===== config.mk =====
export PLATFORM = sky130hd
export DESIGN_NAME = pip_front
export DESIGN_NICKNAME = d
export VERILOG_FILES = /design/src/rtl/pip_pkg.sv /design/src/rtl/pip_front.sv
export SDC_FILE = /design/constraint.sdc
export NUM_CORES = 1
export LEC_CHECK = 0
export BUFFER_PORTS_ARGS = -buffer_cell sky130_fd_sc_hd__clkbuf_2
export CAP_MARGIN = 20
export CELL_PAD_IN_SITES_DETAIL_PLACEMENT = 1
export CELL_PAD_IN_SITES_GLOBAL_PLACEMENT = 1
export CORE_MARGIN = 2
export CORE_UTILIZATION = 30
export CTS_BUF_LIST = sky130_fd_sc_hd__clkbuf_4 sky130_fd_sc_hd__clkbuf_8 sky130_fd_sc_hd__clkbuf_16
export DETAILED_ROUTE_END_ITERATION = 6
export PLACE_DENSITY = 0.57
export SETUP_SLACK_MARGIN = 0.02
export SYNTH_ARGS = -nofsm -noshare
export SYNTH_HDL_FRONTEND = slang
export SYNTH_SLANG_ARGS = --single-unit

===== constraint.sdc =====
create_clock -name clk -period 5.4 [get_ports clk]
set_input_delay 0.27 -clock clk [delete_from_list [all_inputs] [get_ports clk]]
set_output_delay 0.27 -clock clk [all_outputs]
set_load 0.05 [all_outputs]

===== src/rtl/pip_pkg.sv =====
// ----------------------------------------------------------------------------
// Point-in-polygon package
// Shared constants for the even-odd point-in-polygon test.
// ----------------------------------------------------------------------------
package pip_pkg;

    // Default coordinate width in bits (two's complement).
    localparam int COORD_WIDTH_DEF = 16;

    // Number of edge descriptors the queue between front and back can hold.
    localparam int QUEUE_DEPTH = 4;

    // Output tdata width: one flag, filled up to a whole byte.
    localparam int OUT_TDATA_WIDTH = 8;

endpackage


===== src/rtl/pip_front.sv =====
// ----------------------------------------------------------------------------
// Point-in-polygon front end
// Keeps query, start and previous vertex; turns each vertex into edge terms.
// ----------------------------------------------------------------------------
module pip_front
    import pip_pkg::*;
#(
    parameter int COORD_WIDTH = COORD_WIDTH_DEF,
    parameter int ENTRY_WIDTH = 2 * (1 + 4 * (COORD_WIDTH + 1)) + 2
)
(
    input  logic                     clk,
    input  logic                     rst_n,
    input  logic                     in_valid,
    output logic                     in_ready,
    input  logic [4*COORD_WIDTH-1:0] in_coords,
    input  logic                     in_first,
    input  logic                     in_last,
    output logic                     push_valid,
    input  logic                     push_ready,
    output logic [ENTRY_WIDTH-1:0]   push_data
);

    localparam int W  = COORD_WIDTH;
    localparam int D  = W + 1;
    localparam int EW = 1 + 4 * D;

    logic signed [W-1:0] point_x_reg, point_y_reg;
    logic signed [W-1:0] start_x_reg, start_y_reg;
    logic signed [W-1:0] prev_x_reg,  prev_y_reg;

    logic signed [W-1:0] vx, vy, qx, qy;
    logic signed [W-1:0] px_cl, py_cl, sx_cl, sy_cl;
    logic [EW-1:0]       edge_cur;
    logic [EW-1:0]       edge_close;
    logic                accept;

    // Edge terms: {active, py-yi, xj-xi, px-xi, yj-yi}. Active means the edge
    // straddles the query y and has an end at or left of the query x.
    function automatic logic [EW-1:0] edge_terms(
        input logic signed [W-1:0] xi,
        input logic signed [W-1:0] yi,
        input logic signed [W-1:0] xj,
        input logic signed [W-1:0] yj,
        input logic signed [W-1:0] px,
        input logic signed [W-1:0] py
    );
        logic              straddle;
        logic              left;
        logic signed [D-1:0] a, b, c, d;
        straddle = ((yi < py) && (yj >= py)) || ((yj < py) && (yi >= py));
        left     = (xi <= px) || (xj <= px);
        a = D'(py) - D'(yi);
        b = D'(xj) - D'(xi);
        c = D'(px) - D'(xi);
        d = D'(yj) - D'(yi);
        return {straddle && left, a, b, c, d};
    endfunction

    assign vx = in_coords[W-1:0];
    assign vy = in_coords[2*W-1:W];
    assign qx = in_coords[3*W-1:2*W];
    assign qy = in_coords[4*W-1:3*W];

    // A first vertex that is also last closes against itself with the new query.
    assign px_cl = in_first ? qx : point_x_reg;
    assign py_cl = in_first ? qy : point_y_reg;
    assign sx_cl = in_first ? vx : start_x_reg;
    assign sy_cl = in_first ? vy : start_y_reg;

    assign edge_cur   = edge_terms(vx, vy, prev_x_reg, prev_y_reg, point_x_reg, point_y_reg);
    assign edge_close = edge_terms(sx_cl, sy_cl, vx, vy, px_cl, py_cl);

    assign in_ready   = push_ready;
    assign push_valid = in_valid;
    assign accept     = in_valid && push_ready;

    assign push_data = {in_last, in_first,
                        in_last && edge_close[EW-1], edge_close[EW-2:0],
                        !in_first && edge_cur[EW-1], edge_cur[EW-2:0]};

    always_ff @(posedge clk or negedge rst_n)
    begin
        if (!rst_n)
        begin
            point_x_reg <= '0;
            point_y_reg <= '0;
            start_x_reg <= '0;
            start_y_reg <= '0;
            prev_x_reg  <= '0;
            prev_y_reg  <= '0;
        end
        else if (accept)
        begin
            if (in_first)
            begin
                point_x_reg <= qx;
                point_y_reg <= qy;
                start_x_reg <= vx;
                start_y_reg <= vy;
            end
            prev_x_reg <= vx;
            prev_y_reg <= vy;
        end
    end

endmodule


**Word-level counts from Yosys, hierarchy flattened**

Cells that the tools add are included.

- Logic and storage cells: 44
- Input bits: 70
- Flip-flop bits (word level): 96
- Output and inout bits: 142

- $add $sub $neg: 8
- $lt $le $gt $ge: 12
- Reduce and logical (&&, ||, !) cells: 14
- Muxes and demuxes: 4

Operators by type and width:

| kind | number |
|---|---|
| 16-bit by 16-bit subtractor with 17-bit output | 8 |
| 16-bit >= comparator | 4 |
| 16-bit <= comparator | 4 |
| 16-bit less-than comparator | 4 |
| 16-bit two-way mux | 4 |
| 1-bit logical AND | 9 |
| 1-bit logical OR | 4 |
| 1-bit logical NOT | 1 |

**Depth between registers and ports, before layout**

- Depth after elaboration: 6
- Gate-level depth with buffers: 13
- Gate-level depth less buffers: 10

**Worst setup path before layout**

OpenSTA, ideal clock, no wires.

- Path kind: input port to output port
- Start point: input in_first
- End point: output push_data[82]
- Slack: 1063 ps
- Stages on the path: 10
- Path buffers: 2
- Required time: 5130 ps
- Arrival: 4067 ps
- Path through: buf_2 buf_1 mux2i_1 ha_1 o21a_1 o31a_1 o211ai_1 a21oi_1 o31ai_2 o311ai_0

- Word-level cells in the longest chain between the ends: 2

Ends and longest elaborated chain:

| element | line | RTL |
|---|---|---|
| start, declared | pip_front.sv:17 | `input logic in_first,` |
| 16-bit two-way mux | - |  |
| 16-bit by 16-bit subtractor with 17-bit output | pip_front.sv:56 | `d = D'(yj) - D'(yi);` |
| end, declared | pip_front.sv:21 | `output logic [ENTRY_WIDTH-1:0] push_data` |

Every way passes these cells.

**Worst setup path after layout**

- Start point: input in_first
- End point: output push_data[137]

- Word-level cells in the longest chain between the ends: 6

Ends and longest elaborated chain:

| element | line | RTL |
|---|---|---|
| 16-bit two-way mux (*) | - |  |
| via py_cl[7] | pip_front.sv:33 | `logic signed [W-1:0] px_cl, py_cl, sx_cl, sy_cl;` |
| 16-bit less-than comparator or 16-bit >= comparator (tied branches) | pip_front.sv:51 | `straddle = ((yi < py) && (yj >= py)) \|\| ((yj < py) && (yi >= py));` |
| 1-bit logical AND | pip_front.sv:51 |  |
| 1-bit logical OR (*) | pip_front.sv:51 |  |
| 1-bit logical AND (*) | pip_front.sv:57 | `return {straddle && left, a, b, c, d};` |
| 1-bit logical AND (*) | pip_front.sv:79 | `in_last && edge_close[EW-1], edge_close[EW-2:0],` |

Mark *: on every way through the listed nets, which the timed path passes. The rest lies on a longest branch.

==> impl_metrics.toml <==
[run_status]
outcome = "finished clean"

[synthesis]
yosysSeqAreaShare = 0.1945
async_flop_share = 1.000
synth_area_um2 = 12350
ys.flop_type = "dfrtp_1"
synth_nets = 1821
netlist_instances = 1547
synth_edf_count = 0
syn_area_per_cell_um2 = 7.983
synth_cell_types = 72
yosysWarnings = 0
ys_seq_elements = 96

[timing]
slew_headroom = 0.3508
setup_viol_count_final = 0
hold_viol = 0
max_slew.worst_pin.slew_ns = 0.9739
period_minus_slack_ns = 4.406
hold_slack_ns = 0.3019
fin_worst_skew_ns = 0
grt_setup_unrepaired = "no"
final_max_slew_viol_count = 0
totalNegativeSetupSlack_ns = 0
fin_crit_sh = 0.8158
max_freq_mhz = 227.0

[critical_path]
slowest_stage = "buf_4"
arrival_ns = 4.14
crit_fanout = 53
crit_chain = "buf_4 > buf_4 > mux2i_1 > inv_1 > ha_1 > a211o_1 > nor3_1 > a211oi_1 > o41ai_2 > mux2i_1 > a211oi_2 > clkbuf_2"
required_ns = 5.13
startpoint_type = "input pin"
crit_path_end_kind = "primary output"
cpPeakStageDelay_ns = 0.66
crit_type = "in2out"

[global_routing]
grt.total_usage = 0.1997
grt_max_degree = 106
grt_pass1_wl_mm = 66.45
grt_pass1_vias = 11840
antenna_found_initial = 3
overflow = 0

[routing]
vias_per_cell = 5.246
first_pass_iters = 4
num_vias = 11880
ant_nets = 0
drc = 0
drt-initial-drc-count = 432
wl_per_cell_um = 18.93
drt-total-wl_mm = 42.86

[floorplan]
fp.dieW_um = 206.9
initial_core_util = 0.3031
die_area_um2 = 42800
die_y_um = 206.9
rows = 74
boundaryPins = 212
core_region_area_um2 = 40740

[cells_and_area]
fillers = 5019
finish.net_count = 1999
area_growth_pct = 15.18
drive_gt1_frac = 0.1550
final_common_cell = "clkbuf_2"
final_cell_mix = "clkbuf_2 (209), ha_1 (196), inv_1 (149), nand2_1 (145), o21ai_0 (140)"
seq_area_um2 = 2402
multi_input_area_um2 = 9193

[clock_tree]
cts_root_buffer = "clkbuf_16"
cts_sinks = 96
path_clk_slew_ns = 0.07
numCtsBuffers = 9
clock_latency_ns = 0.36
tritoncts = "built"
h-tree-depth = 3
cts_setup_buffers = 0
clock_path_buffers = 2
cts_resized = 0

[power]
vdd_drop_max_uv = 248.5
p_leak_uw = 0.006991
powerDensity_nw_per_um2 = 418.6
finalPower_uw = 5954

[place]
place_congestion = 0.8200
portBuffers = 211
hpwl_mm = 36.21

[hold_path]
hold_class = "in2reg"

[run]
cap_violations = 0
## metrics by stage
| stage | utilization | std cells | instance area [um^2] | setup slack, ns |
|---|---|---|---|---|
| after floorplan | - | 1547 | 12350 | 1.063 |
| final | 0.3491 | 2264 | 14220 | 0.9944 |
| after global routing | 0.3491 | 2264 | 14220 | 0.7551 |
| after detailed placement | 0.3415 | 2245 | 13910 | 1.037 |
| after global placement | 0.3415 | 2245 | 13910 | 1.129 |
| after CTS | 0.3490 | 2261 | 14220 | 1.021 |
## Yosys cell counts, drive strengths merged (11+ instances only)
cell | instances | area share
o31ai | 11 | 0.0075
nor2b | 29 | 0.015
a211oi | 11 | 0.0075
nand2b | 17 | 0.0086
nand4 | 20 | 0.010
o21a | 30 | 0.018
clkbuf | 31 | 0.0094
mux2i | 67 | 0.054
o211ai | 18 | 0.013
nor2 | 79 | 0.024
o31a | 16 | 0.011
xnor2 | 63 | 0.045
ha | 196 | 0.20
buf | 18 | 0.0070
o21ai | 149 | 0.061
nor3 | 45 | 0.018
dfrtp | 96 | 0.19
a21o | 17 | 0.010
or3 | 26 | 0.014
and3 | 16 | 0.0081
a2111oi | 27 | 0.023
nand2 | 146 | 0.044
inv | 149 | 0.045
nand3 | 44 | 0.018
xor2 | 15 | 0.011
a21oi | 103 | 0.042
## critical path, delay by kind of cell
kind	cells	cell delay (ns)
mux	2	0.53
fa+ha+maj	1	0.41
buf+inv	4	1.51
compound gates	4	1.13
simple gates	1	0.21
## path summary, 6_finish.rpt
check	start	endpoint	cells past startpoint	slack, ns
min reg2reg	start_y_reg[13]	start_y_reg[13]	2	0.48
min	in_coords[44]	point_x_reg[12]	3	0.30
max in group asynchronous	rst_n	start_x_reg[8]	3	3.75
min in group asynchronous	rst_n	start_y_reg[1]	2	0.44
max reg2reg	point_x_reg[1]	point_x_reg[1]	2	4.09
max	in_first	push_data[137]	12	0.99
## cell families after synthesis
family / count (synthesis) / synth area share
XOR/XNOR: 78 / 0.05532
adder cells (fa/ha/maj): 204 / 0.2115
flip-flops: 96 / 0.1945
multiplexers: 73 / 0.05978
AND/OR/NAND/NOR: 458 / 0.1806
buffers and inverters: 198 / 0.06170
AO/OA/AOI/OAI: 440 / 0.2365
## repair_timing
item / in CTS / in global routing
hold buffers: 1 / 0
endpoints found under the hold margin: 38 / 0
setup endpoints to repair: 0 / 0
## area by class of cell
type,instances,share of cell area
multi-input cells,1253,0.6463
inverters,149,0.03932
well taps,532,0.04680
flip-flops and latches,96,0.1689
diodes,3,0.0005278
repair buffers,216,0.07741
clock inverters,5,0.003958
clock buffers,10,0.01680
## where the power goes
| part | internal [uW] | switching [uW] |
|---|---|---|
| sequential | 830 | 124 |
| combinational | 1230 | 3100 |
| clock | 370 | 305 |
## per-layer routing
metal  vias to the layer above  part of all wire  track usage
met5                         -                 0            0
met4                         0            0.0074      0.03546
met3                        14             0.023      0.01962
met2                       126              0.42       0.2933
met1                      5760              0.55       0.3139
li1                       5977                 -            -
Note: power is estimated with default switching activity, not from simulation.
